$ cat src/design/lpfr_pkg.sv
`default_nettype none
package lpfr_pkg;

  localparam int FRAME_MAX_DEF = 35;

  // header & LEN_MASK, plus LEN_EXTRA, gives the frame length in bytes
  localparam logic [7:0] LEN_MASK  = 8'h7f;
  localparam logic [7:0] LEN_EXTRA = 8'd3;
  localparam logic [5:0] LEN_MIN   = 6'd4;

  localparam logic [5:0] MAX_LEN_RST = 6'd35;
  localparam logic [7:0] TIMEOUT_RST = 8'd100;

  localparam int CFG_IDX_W  = 1;
  localparam int CFG_DATA_W = 8;
  localparam logic [CFG_IDX_W-1:0] CFG_MAX_FRAME_LEN = 1'd0;
  localparam logic [CFG_IDX_W-1:0] CFG_TIMEOUT_TICKS = 1'd1;

  localparam logic [7:0] GAP_SAT = 8'hff;

  typedef enum logic [1:0] {
    ST_OK      = 2'd0,
    ST_LEN     = 2'd1,
    ST_SUM     = 2'd2,
    ST_TIMEOUT = 2'd3
  } status_t;

  typedef struct packed {
    logic [5:0] max_len;
    logic [7:0] timeout;
  } cfg_t;

  typedef struct packed {
    status_t    status;
    logic [7:0] data;
    logic       last;
  } res_t;

endpackage
`default_nettype wire

$ cat src/design/length_prefixed_frame_receiver.sv
// Channel  Direction  Handshake            Payload
// in       sink       in_valid / in_stall  in_operation, in_rx_byte
// out      source     out_valid/out_stall  out_status, out_data, out_index, out_last
// cfg      sink       cfg_wr_en            cfg_index, cfg_wdata
//
// One event a cycle when not stalled; items pass the input and result registers.
// The frame state update is one pass of compare/add logic between the input
// register and the result register: one item per cycle unless stalled.
// Synchronous active-low reset returns the receiver to idle with the
// configuration at its defaults; no clearing pass is needed.
// in_stall rises only while the result register is full and out_stall is high.
`default_nettype none
module length_prefixed_frame_receiver #(
  parameter int FRAME_MAX = lpfr_pkg::FRAME_MAX_DEF,
  parameter int IDX_W     = $clog2(FRAME_MAX)
) (
  input  wire logic                            clk,
  input  wire logic                            rst_n,
  input  wire logic                            in_valid,
  output logic                                 in_stall,
  input  wire logic                            in_operation,
  input  wire logic [7:0]                      in_rx_byte,
  output logic                                 out_valid,
  input  wire logic                            out_stall,
  output logic [1:0]                           out_status,
  output logic [7:0]                           out_data,
  output logic [IDX_W-1:0]                     out_index,
  output logic                                 out_last,
  input  wire logic                            cfg_wr_en,
  input  wire logic [lpfr_pkg::CFG_IDX_W-1:0]  cfg_index,
  input  wire logic [lpfr_pkg::CFG_DATA_W-1:0] cfg_wdata
);
  import lpfr_pkg::*;

  cfg_t             cfg;
  logic             s1_valid_r;
  logic             s1_tick_r;
  logic [7:0]       s1_byte_r;
  logic             advance;
  logic             proc;
  logic             res_valid;
  res_t             res;
  logic [IDX_W-1:0] res_index;

  logic             out_valid_r;
  status_t          out_status_r;
  logic [7:0]       out_data_r;
  logic [IDX_W-1:0] out_index_r;
  logic             out_last_r;

  lpfr_cfg_regs u_cfg (
    .clk       (clk),
    .rst_n     (rst_n),
    .cfg_wr_en (cfg_wr_en),
    .cfg_index (cfg_index),
    .cfg_wdata (cfg_wdata),
    .cfg       (cfg)
  );

  // stage 1 moves on whenever the result slot is free or being drained
  assign advance  = !out_valid_r || !out_stall;
  assign in_stall = s1_valid_r && !advance;
  assign proc     = s1_valid_r && advance;

  always_ff @(posedge clk) begin
    if (!rst_n) begin
      s1_valid_r <= 1'b0;
    end else if (!in_stall) begin
      s1_valid_r <= in_valid;
    end
  end

  always_ff @(posedge clk) begin
    if (in_valid && !in_stall) begin
      s1_tick_r <= in_operation;
      s1_byte_r <= in_rx_byte;
    end
  end

  lpfr_frame_fsm #(
    .FRAME_MAX (FRAME_MAX),
    .IDX_W     (IDX_W)
  ) u_fsm (
    .clk        (clk),
    .rst_n      (rst_n),
    .cfg        (cfg),
    .item_valid (proc),
    .item_tick  (s1_tick_r),
    .item_byte  (s1_byte_r),
    .res_valid  (res_valid),
    .res        (res),
    .res_index  (res_index)
  );

  always_ff @(posedge clk) begin
    if (!rst_n) begin
      out_valid_r <= 1'b0;
    end else if (advance) begin
      out_valid_r <= proc && res_valid;
    end
  end

  always_ff @(posedge clk) begin
    if (advance && proc && res_valid) begin
      out_status_r <= res.status;
      out_data_r   <= res.data;
      out_index_r  <= res_index;
      out_last_r   <= res.last;
    end
  end

  assign out_valid  = out_valid_r;
  assign out_status = out_status_r;
  assign out_data   = out_data_r;
  assign out_index  = out_index_r;
  assign out_last   = out_last_r;

  a_stall_cause: assert property (@(posedge clk) disable iff (!rst_n)
    in_stall |-> (out_valid_r && out_stall && s1_valid_r))
    else $error("input stalled without a blocked result");

  a_held_item: assert property (@(posedge clk) disable iff (!rst_n)
    in_stall |=> (s1_valid_r && $stable(s1_byte_r) && $stable(s1_tick_r)))
    else $error("stage 1 item lost during stall");

  a_result_source: assert property (@(posedge clk) disable iff (!rst_n)
    (advance && !proc) |=> !out_valid_r)
    else $error("result appeared without a processed item");

endmodule
`default_nettype wire

$ cat src/design/lpfr_cfg_regs.sv
`default_nettype none
module lpfr_cfg_regs (
  input  wire logic                           clk,
  input  wire logic                           rst_n,
  input  wire logic                           cfg_wr_en,
  input  wire logic [lpfr_pkg::CFG_IDX_W-1:0]  cfg_index,
  input  wire logic [lpfr_pkg::CFG_DATA_W-1:0] cfg_wdata,
  output lpfr_pkg::cfg_t                      cfg
);
  import lpfr_pkg::*;

  logic [5:0] max_len_r;
  logic [7:0] timeout_r;

  always_ff @(posedge clk) begin
    if (!rst_n) begin
      max_len_r <= MAX_LEN_RST;
      timeout_r <= TIMEOUT_RST;
    end else if (cfg_wr_en) begin
      case (cfg_index)
        CFG_MAX_FRAME_LEN: max_len_r <= cfg_wdata[5:0];
        CFG_TIMEOUT_TICKS: timeout_r <= cfg_wdata[7:0];
        default: ;
      endcase
    end
  end

  assign cfg.max_len = max_len_r;
  assign cfg.timeout = timeout_r;

endmodule
`default_nettype wire

$ cat src/design/lpfr_frame_fsm.sv
`default_nettype none
module lpfr_frame_fsm #(
  parameter int FRAME_MAX = lpfr_pkg::FRAME_MAX_DEF,
  parameter int IDX_W     = $clog2(FRAME_MAX)
) (
  input  wire logic             clk,
  input  wire logic             rst_n,
  input  lpfr_pkg::cfg_t        cfg,
  input  wire logic             item_valid,
  input  wire logic             item_tick,
  input  wire logic [7:0]       item_byte,
  output logic                  res_valid,
  output lpfr_pkg::res_t        res,
  output logic [IDX_W-1:0]      res_index
);
  import lpfr_pkg::*;

  localparam int         CNT_W       = $clog2(FRAME_MAX + 1);
  localparam logic [7:0] FRAME_MAX_B = 8'(FRAME_MAX);

  typedef enum logic [1:0] {
    PH_IDLE    = 2'd0,
    PH_COLLECT = 2'd1,
    PH_DRAIN   = 2'd2
  } phase_t;

  phase_t           phase_r, phase_nxt;
  logic [CNT_W-1:0] frame_len_r, frame_len_nxt;
  logic [CNT_W-1:0] byte_cnt_r, byte_cnt_nxt;
  logic [7:0]       sum_r, sum_nxt;
  logic [7:0]       gap_r, gap_nxt;

  logic [7:0]       hdr_len;
  logic             len_bad;
  logic [7:0]       gap_inc;
  logic             timed_out;
  logic [7:0]       sum_add;
  logic [CNT_W-1:0] cnt_inc;
  logic             at_last;

  always_comb begin
    hdr_len   = (item_byte & LEN_MASK) + LEN_EXTRA;
    len_bad   = (cfg.max_len < LEN_MIN) || (hdr_len > {2'b00, cfg.max_len}) ||
                (hdr_len > FRAME_MAX_B);
    gap_inc   = (gap_r == GAP_SAT) ? gap_r : gap_r + 8'd1;
    timed_out = gap_inc >= cfg.timeout;
    sum_add   = sum_r + item_byte;
    cnt_inc   = byte_cnt_r + CNT_W'(1);
    at_last   = cnt_inc >= frame_len_r;
  end

  always_comb begin
    phase_nxt     = phase_r;
    frame_len_nxt = frame_len_r;
    byte_cnt_nxt  = byte_cnt_r;
    sum_nxt       = sum_r;
    gap_nxt       = gap_r;
    res_valid     = 1'b0;
    res.status    = ST_OK;
    res.data      = item_byte;
    res.last      = 1'b0;
    res_index     = '0;
    if (item_valid) begin
      case (phase_r)
        PH_COLLECT: begin
          if (item_tick) begin
            gap_nxt = gap_inc;
            if (timed_out) begin
              phase_nxt  = PH_DRAIN;
              gap_nxt    = '0;
              res_valid  = 1'b1;
              res.status = ST_TIMEOUT;
              res.data   = '0;
            end
          end else begin
            gap_nxt      = '0;
            sum_nxt      = sum_add;
            byte_cnt_nxt = cnt_inc;
            res_valid    = 1'b1;
            res_index    = byte_cnt_r[IDX_W-1:0];
            res.last     = at_last;
            if (at_last) begin
              if (sum_add == 8'd0) begin
                phase_nxt = PH_IDLE;
              end else begin
                phase_nxt  = PH_DRAIN;
                res.status = ST_SUM;
              end
            end
          end
        end
        PH_DRAIN: begin
          if (item_tick) begin
            gap_nxt = gap_inc;
            if (timed_out) begin
              phase_nxt = PH_IDLE;
              gap_nxt   = '0;
            end
          end else begin
            gap_nxt = '0;
            if (item_byte == 8'd0) phase_nxt = PH_IDLE;
          end
        end
        default: begin
          phase_nxt = PH_IDLE;
          if (!item_tick) begin
            gap_nxt   = '0;
            res_valid = 1'b1;
            if (len_bad) begin
              phase_nxt  = PH_DRAIN;
              res.status = ST_LEN;
            end else begin
              // header always fits CNT_W once it passes the FRAME_MAX check
              frame_len_nxt = hdr_len[CNT_W-1:0];
              byte_cnt_nxt  = CNT_W'(1);
              sum_nxt       = item_byte;
              phase_nxt     = PH_COLLECT;
            end
          end
        end
      endcase
    end
  end

  always_ff @(posedge clk) begin
    if (!rst_n) begin
      phase_r     <= PH_IDLE;
      frame_len_r <= '0;
      byte_cnt_r  <= '0;
      sum_r       <= '0;
      gap_r       <= '0;
    end else begin
      phase_r     <= phase_nxt;
      frame_len_r <= frame_len_nxt;
      byte_cnt_r  <= byte_cnt_nxt;
      sum_r       <= sum_nxt;
      gap_r       <= gap_nxt;
    end
  end

  a_drain_silent: assert property (@(posedge clk) disable iff (!rst_n)
    (item_valid && phase_r == PH_DRAIN) |-> !res_valid)
    else $error("result produced while draining");

  a_cnt_in_frame: assert property (@(posedge clk) disable iff (!rst_n)
    (phase_r == PH_COLLECT) |-> (byte_cnt_r < frame_len_r))
    else $error("byte count reached frame length while collecting");

  a_sum_err_drains: assert property (@(posedge clk) disable iff (!rst_n)
    (res_valid && res.status == ST_SUM) |=> (phase_r == PH_DRAIN))
    else $error("checksum error did not enter drain");

  a_good_end_idle: assert property (@(posedge clk) disable iff (!rst_n)
    (res_valid && res.last && res.status == ST_OK) |=> (phase_r == PH_IDLE))
    else $error("good frame end did not return to idle");

endmodule
`default_nettype wire
$ cat config.mk
export PLATFORM = sky130hd
export DESIGN_NAME = length_prefixed_frame_receiver
export DESIGN_NICKNAME = d
export VERILOG_FILES = /design/src/design/lpfr_pkg.sv /design/src/design/length_prefixed_frame_receiver.sv /design/src/design/lpfr_cfg_regs.sv /design/src/design/lpfr_frame_fsm.sv
export SDC_FILE = /design/constraint.sdc
export NUM_CORES = 1
export LEC_CHECK = 0
export BUFFER_PORTS_ARGS = -buffer_cell sky130_fd_sc_hd__buf_2
export CAP_MARGIN = 40
export CORE_UTILIZATION = 54
export DETAILED_ROUTE_END_ITERATION = 8
export GPL_ROUTABILITY_DRIVEN = 0
export HOLD_SLACK_MARGIN = 0.05
export PLACE_DENSITY = 0.77
export SYNTH_ARGS = -nofsm -noshare
export SYNTH_HDL_FRONTEND = slang
export SYNTH_SLANG_ARGS = --single-unit
$ cat constraint.sdc
create_clock -name clk -period 3.96 [get_ports clk]
set_clock_uncertainty 0.15 [all_clocks]
set_input_delay 0.594 -clock clk [delete_from_list [all_inputs] [get_ports clk]]
set_output_delay 0.594 -clock clk [all_outputs]
set_load 0.05 [all_outputs]
==> flow_metrics.env, run 1 <==
export IMPL_status="finished, final reports clean"
export IMPL_avgRoutedWirePerCell_um=15.5
export IMPL_core_area_um2=7770
export IMPL_drive_gt1_frac=0.173
export IMPL_rsz0062_at_grt="false"
export IMPL_area_delta_synth_final_pct=10.1
export IMPL_syn_nets=526
export IMPL_clk_pin_slew_ns=0.07
export IMPL_worst_pin_slew_ns=0.766
export IMPL_fin_ws_ns=0.457
export IMPL_fin_tns_setup_ns=0
export IMPL_busiest_layer="met2"
export IMPL_final_util=0.616
export IMPL_use_met2=0.394
export IMPL_p_int_mw=1.11
export IMPL_fmax_ghz=0.286
export IMPL_power_share_sequential=0.525
export IMPL_static_leakage_power_nw=1.98
export IMPL_grt_max_degree=27
export IMPL_num_rows=32
export IMPL_cts_sinks=72
export IMPL_required_ns=4.10
export IMPL_worst_r2r_endpoint="u_fsm.gap_r[4]$_SDFFE_PN0P_"
export IMPL_cts_resized=0
export IMPL_crit_path_top_delay_cell="or3b_1"
export IMPL_p_comb_frac=0.158
export IMPL_hold_path_class="in2reg"
export IMPL_worstPathArrival_ns=3.64
export IMPL_finalMaxSlewViolations=0
export IMPL_portBuffers=41
export IMPL_die_y_um=91.7
export IMPL_grt_pass1_vias=3400
export IMPL_antenna_found_initial=0
export IMPL_yosys_area_top_type_share=0.212
export IMPL_ctsHoldBuffers=0
export IMPL_hold_depth=1
export IMPL_syn_inst=469
export IMPL_synth_top_area_cell="dfxtp_1"
export IMPL_p_per_area_nw_per_um2=323
export IMPL_route_detailed_drc=0
export IMPL_first_pass_iters=6
export IMPL_layout_common_cells="nand2_1 (52), dfxtp_1 (46), buf_2 (42), nor2_1 (35)"
export IMPL_vias=3642
export IMPL_diodes=0
export IMPL_use_met1=0.303
export IMPL_cts_buffers=9
export IMPL_yosysWarnings=0
export IMPL_synth_cell_type_count=71
export IMPL_start_kind="flip-flop"
export IMPL_dieArea_um2=8410
export IMPL_drv_cap=0
export IMPL_switching_share=0.283
export IMPL_vdd_ir_drop_max_uv=231
export IMPL_relSlewSlack=0.488
export IMPL_avgViaCountPerCell=5.90
export IMPL_postRouteAntennaNets=0
export IMPL_min_from="in_rx_byte[1]"
export IMPL_cp_slowest_stage_delay_ns=0.40
export IMPL_synth_seq_cells=72
export IMPL_period_minus_slack_ns=3.50
export IMPL_cts_tree="built"
export IMPL_min_period_over_period=0.884
export IMPL_crit_type="reg2reg"
export IMPL_r2r_cells=12
export IMPL_drt_wl_total_um=9560
export IMPL_layout_cells_non_filler=617
export IMPL_met3_usage=0.0572
export IMPL_crit_fanout=8
export IMPL_post_dp_hpwl_um=6940
export IMPL_place_inst=601
export IMPL_cts_root_buf="clkbuf_8"
export IMPL_timing_rr_start="u_fsm.gap_r[0]$_SDFFE_PN0P_"
export IMPL_cp_end_kind="flip-flop"
export IMPL_synth_avg_cell_area_um2=9.26
export IMPL_synthArstFlopShare=0
export IMPL_track_usage=0.240
export IMPL_drt_iter0_drc=259
export IMPL_htree_levels=3
export IMPL_clkPwrFrac=0.318
export IMPL_synth_area_um2=4340
export IMPL_ys_seq_area_frac=0.392
export IMPL_preCtsSetupSlack_ns=0.492
export IMPL_filler_cell_count=686
export IMPL_ioPinCount=42
export IMPL_finalSetupViolations=0
export IMPL_gr_total_overflow=0
export IMPL_reg2reg_slack_ns=0.46
export IMPL_grt_pass1_wl_um=15800
export IMPL_clock_path_buffers=2
export IMPL_synth_edff_count=26
export IMPL_switching_power_mw=0.437
export IMPL_placed_cell_area_um2=4630
export IMPL_synth_top_flop_cell="dfxtp_1"
export IMPL_finalHoldViolCount=0
export IMPL_layout_nets=567
export IMPL_finish_instance_area_um2=4780
export IMPL_layout_commonest_cell="nand2_1"
export IMPL_min_to="s1_byte_r[1]$_DFFE_PP_"
export IMPL_path_cells="ha_1, and3_2, and4_1, nor2_1, xor2_1, ha_1, a211oi_1, nor2_1, a211oi_4, and2_1, or3b_1, a21oi_2"
export IMPL_clk_latency_ns=0.35
export IMPL_initial_core_util=0.559
export IMPL_cts_setup_buffers=0
export IMPL_die_w_um=91.7
export IMPL_synthTopCellsByArea="dfxtp_1 (21%), edfxtp_1 (18%), ha_1 (9.5%)"
-- cells by family after synthesis --
family | share of synthesized area
compound gates | 0.205
xor+xnor | 0.0323
fa+ha+maj | 0.0997
buf+inv | 0.0588
flops | 0.392
mux | 0.0213
simple gates | 0.191
-- cells in the mapped netlist (all sizes together), types with 7 or more instances --
cell type,number
buf,9
o21ai,11
nor2,35
a21oi,31
o211ai,9
clkbuf,10
nor3,10
nand3,14
xnor2,9
and3,12
mux2i,7
dfxtp,46
a21o,7
nand2,52
a211oi,12
nand4,7
nor2b,8
ha,33
xor2,7
inv,33
edfxtp,26
a22oi,7
-- sequential cells by signal, summed over array words and instances (netlist names) --
signal             flops
out_data               8
s1_byte_r              8
u_cfg.timeout_r        8
u_fsm.gap_r            8
u_fsm.sum_r            8
out_index              6
u_cfg.max_len_r        6
u_fsm.byte_cnt_r       6
u_fsm.frame_len_r      6
out_status             2
u_fsm.phase_r          2
out_last               1
out_valid              1
s1_tick_r              1
s1_valid_r             1
-- worst max-delay path: cells and delay by family (launching register included) --
kind | cells | cell delay, ns
compound gates | 3 | 0.69
fa+ha+maj | 2 | 0.51
flops | 1 | 0.36
xor+xnor | 1 | 0.20
simple gates | 6 | 1.52
-- power groups by stage --
stage	Combinational, mW	Sequential (mW)	Clock, mW
finish	0.243	0.810	0.491
global route	0.269	0.812	0.529
CTS	0.241	0.810	0.498
detailed placement	0.239	0.826	0
global placement	0.230	0.825	0
floorplan	0.167	0.836	0
-- worst max path at each step --
stage | endpoint | depth (start not counted) | from | slack [ns]
6_report | u_fsm.gap_r[4]$_SDFFE_PN0P_ | 12 | u_fsm.gap_r[0]$_SDFFE_PN0P_ | 0.46
5_1_grt | u_fsm.gap_r[4]$_SDFFE_PN0P_ | 12 | u_fsm.gap_r[0]$_SDFFE_PN0P_ | 0.25
4_1_cts | u_fsm.gap_r[4]$_SDFFE_PN0P_ | 12 | u_fsm.gap_r[0]$_SDFFE_PN0P_ | 0.48
3_5_place_dp | u_fsm.gap_r[4]$_SDFFE_PN0P_ | 12 | u_fsm.gap_r[0]$_SDFFE_PN0P_ | 0.49
3_3_place_gp | u_fsm.sum_r[4]$_SDFFE_PN0P_ | 11 | s1_byte_r[1]$_DFFE_PP_ | 0.56
2_1_floorplan | out_data[0]$_DFFE_PP_ | 11 | u_fsm.gap_r[0]$_SDFFE_PN0P_ | 0.54
-- per-layer routing --
metal  wire length [um]  vias to the layer above
met5                  0                        -
met1               4170                     1690
li1                   -                     1788
met4                213                        0
met3                684                       19
met2               4500                      145
-- final cells by class --
cell class,instances,area (um2),share of cell area
multi-input cells,345,2390,0.500
flip-flops and latches,72,1700,0.356
repair buffers,49,283,0.0591
clock buffers,12,135,0.0282
well taps,102,128,0.0267
inverters,33,124,0.0259
clock inverters,4,21.3,0.00445
-- through the flow --
stage	hold slack [ns]	total power, mW
final	0.266	1.54
after detailed placement	0.305	1.07
after global placement	0.295	1.06
after CTS	0.257	1.55
after global routing	0.244	1.61
after floorplan	0.284	1.00
Note: power is estimated with default switching activity, not from simulation.
==> inputs of run 2 (changes only) <==
--- a/config.mk
+++ b/config.mk
@@ -5,13 +5,13 @@
 export SDC_FILE = /design/constraint.sdc
 export NUM_CORES = 1
 export LEC_CHECK = 0
-export BUFFER_PORTS_ARGS = -buffer_cell sky130_fd_sc_hd__buf_2
 export CAP_MARGIN = 40
-export CORE_UTILIZATION = 54
+export CORE_UTILIZATION = 60
 export DETAILED_ROUTE_END_ITERATION = 8
+export DONT_BUFFER_PORTS = 1
 export GPL_ROUTABILITY_DRIVEN = 0
 export HOLD_SLACK_MARGIN = 0.05
-export PLACE_DENSITY = 0.77
+export PLACE_DENSITY = 0.76
 export SYNTH_ARGS = -nofsm -noshare
 export SYNTH_HDL_FRONTEND = slang
 export SYNTH_SLANG_ARGS = --single-unit
==> constraint.sdc (replaced) <==
create_clock -name clk -period 4.3 [get_ports clk]
set_clock_uncertainty 0.15 [all_clocks]
set_input_delay 0.645 -clock clk [delete_from_list [all_inputs] [get_ports clk]]
set_output_delay 0.645 -clock clk [all_outputs]
set_load 0.05 [all_outputs]
==> run 2 against run 1 <==
  * Register-to-register slack improved by 0.16 ns
  * Clock power grew 6.5%
  * Worst hold slack worse by 0.041 ns
  * Power is 4.7% lower
  * Non-clock buffer count down 46
  * Critical path depth is 2 lower
  * Clock-buffer cell count shrank 2
  * Combinational power is 24% lower
  * Wire length decreased by 0.83%
  * Cell area decreased by 4.6%
  * Sequential power shrank 5.7%
  * Global-route usage grew 3.4 points
  * Critical path type unchanged
  * Largest cell class unchanged
  * Highest routed layer unchanged
==> flow_metrics.env, run 2 (synthesis results as in run 1) <==
export IMPL_status="finished, final reports clean"
export IMPL_portBuffers=0
export IMPL_avgRoutedWirePerCell_um=16.8
export IMPL_cts_root_buf="clkbuf_8"
export IMPL_crit_path_top_delay_cell="edfxtp_1"
export IMPL_min_to="u_cfg.max_len_r[0]$_SDFFE_PN1P_"
export IMPL_required_ns=4.36
export IMPL_crit_type="reg2reg"
export IMPL_placed_cell_area_um2=4380
export IMPL_postRouteAntennaNets=0
export IMPL_hold_depth=1
export IMPL_initial_core_util=0.629
export IMPL_crit_family="simple AND/OR/NAND/NOR gates"
export IMPL_final_util=0.661
export IMPL_filler_cell_count=595
export IMPL_static_leakage_power_nw=1.79
export IMPL_route_detailed_drc=0
export IMPL_layout_common_cells="nand2_1 (52), dfxtp_1 (46), nor2_1 (35), inv_1 (33), ha_1 (33)"
export IMPL_worst_r2r_endpoint="u_fsm.sum_r[4]$_SDFFE_PN0P_"
export IMPL_antenna_found_initial=0
export IMPL_finalHoldViolCount=0
export IMPL_num_rows=30
export IMPL_reg2reg_slack_ns=0.62
export IMPL_cts_buffers=9
export IMPL_timing_rr_start="s1_byte_r[0]$_DFFE_PP_"
export IMPL_regArea_um2=1700
export IMPL_area_delta_synth_final_pct=5.10
export IMPL_min_period_over_period=0.855
export IMPL_post_dp_hpwl_um=6940
export IMPL_ctsHoldBuffers=0
export IMPL_hold_path_class="in2reg"
export IMPL_clk_pin_slew_ns=0.08
export IMPL_diodes=0
export IMPL_multiInputGateArea_um2=2390
export IMPL_vdd_ir_drop_max_uv=198
export IMPL_worstPathBufferInverterCount=1
export IMPL_min_from="rst_n"
export IMPL_fin_tns_setup_ns=0
export IMPL_crit_fanout=13
export IMPL_cts_tree="built"
export IMPL_p_per_area_nw_per_um2=322
export IMPL_clk_latency_ns=0.36
export IMPL_cp_slowest_stage_delay_ns=0.58
export IMPL_period_minus_slack_ns=3.68
export IMPL_core_area_um2=6910
export IMPL_finish_instance_area_um2=4570
export IMPL_clock_path_buffers=2
export IMPL_drt_iter0_drc=269
export IMPL_grt_max_degree=26
export IMPL_cts_setup_buffers=0
export IMPL_vias=3502
export IMPL_avgViaCountPerCell=6.20
export IMPL_die_y_um=87.1
export IMPL_finalMaxSlewViolations=0
export IMPL_r2r_cells=10
export IMPL_layout_commonest_cell="nand2_1"
export IMPL_die_w_um=87.1
export IMPL_htree_levels=3
export IMPL_cp_end_kind="flip-flop"
export IMPL_drive_gt1_frac=0.0938
export IMPL_cp_num_cells=10
export IMPL_grt_pass1_wl_um=15900
export IMPL_dieArea_um2=7580
export IMPL_worstPathArrival_ns=3.73
export IMPL_track_usage=0.274
export IMPL_start_kind="flip-flop"
export IMPL_first_pass_iters=5
export IMPL_gr_total_overflow=0
export IMPL_worst_pin_slew_ns=0.780
export IMPL_drv_cap=0
export IMPL_finalSetupViolations=0
export IMPL_cts_sinks=72
export IMPL_grt_pass1_vias=3377
export IMPL_relSlewSlack=0.480
export IMPL_path_cells="inv_1, ha_1, and3b_4, xor2_1, ha_1, a21oi_1, o211ai_1, and3_1, nor3_4, a311oi_1"
export IMPL_layout_nets=521
export IMPL_cp_common_cell="ha_1"
export IMPL_drt_wl_total_um=9480
export IMPL_holdWs_ns=0.224
export IMPL_cts_resized=0
export IMPL_fmax_ghz=0.272
export IMPL_ioPinCount=42
export IMPL_rsz0062_at_grt="false"
[run 2: cell types whose count changed in the layout (fill, tap and decap cells not counted), sizes merged]
cell	change
clkinvlp	+1
inv	-1
clkinv	+1
bufinv	+1
clkbuf	-2
buf	-46
[run 2: layout make-up]
cell class / instances / share of cell area
Tap cell: 96 / 0.0263
Timing Repair Buffer: 3 / 0.00877
Multi-Input combinational cell: 345 / 0.524
Sequential cell: 72 / 0.373
Inverter: 33 / 0.0271
Clock buffer: 10 / 0.0280
Clock inverter: 6 / 0.0132
[run 2: worst max path at each step]
stage	slack, ns	startpoint	to
3_3_place_gp	0.74	s1_byte_r[0]$_DFFE_PP_	u_fsm.sum_r[4]$_SDFFE_PN0P_
3_5_place_dp	0.69	s1_byte_r[0]$_DFFE_PP_	u_fsm.sum_r[4]$_SDFFE_PN0P_
5_1_grt	0.38	s1_byte_r[0]$_DFFE_PP_	u_fsm.sum_r[4]$_SDFFE_PN0P_
6_report	0.62	s1_byte_r[0]$_DFFE_PP_	u_fsm.sum_r[4]$_SDFFE_PN0P_
2_1_floorplan	0.26	u_fsm.gap_r[0]$_SDFFE_PN0P_	out_data[0]$_DFFE_PP_
4_1_cts	0.68	s1_byte_r[0]$_DFFE_PP_	u_fsm.sum_r[4]$_SDFFE_PN0P_
[run 2: power breakdown]
group,switching (mW),internal [mW],total (mW)
combinational,0.112,0.0716,0.184
sequential,0.0363,0.728,0.764
clock,0.258,0.265,0.523
total,0.407,1.06,1.47
[run 2: metrics by stage]
step | instances | setup slack (ns) | power, mW
2_1_floorplan | 469 | 0.264 | 0.923
3_3_place_gp | 547 | 0.743 | 0.950
3_5_place_dp | 549 | 0.692 | 0.959
4_1_cts | 565 | 0.677 | 1.47
5_1_grt | 565 | 0.376 | 1.53
6_report | 565 | 0.622 | 1.47
[run 2: per-layer routing]
metal,vias up,track usage,part of all wire
met5,-,0,0
met4,0,0.107,0.026
met3,22,0.0597,0.058
met2,123,0.477,0.49
met1,1663,0.331,0.43
li1,1694,-,-
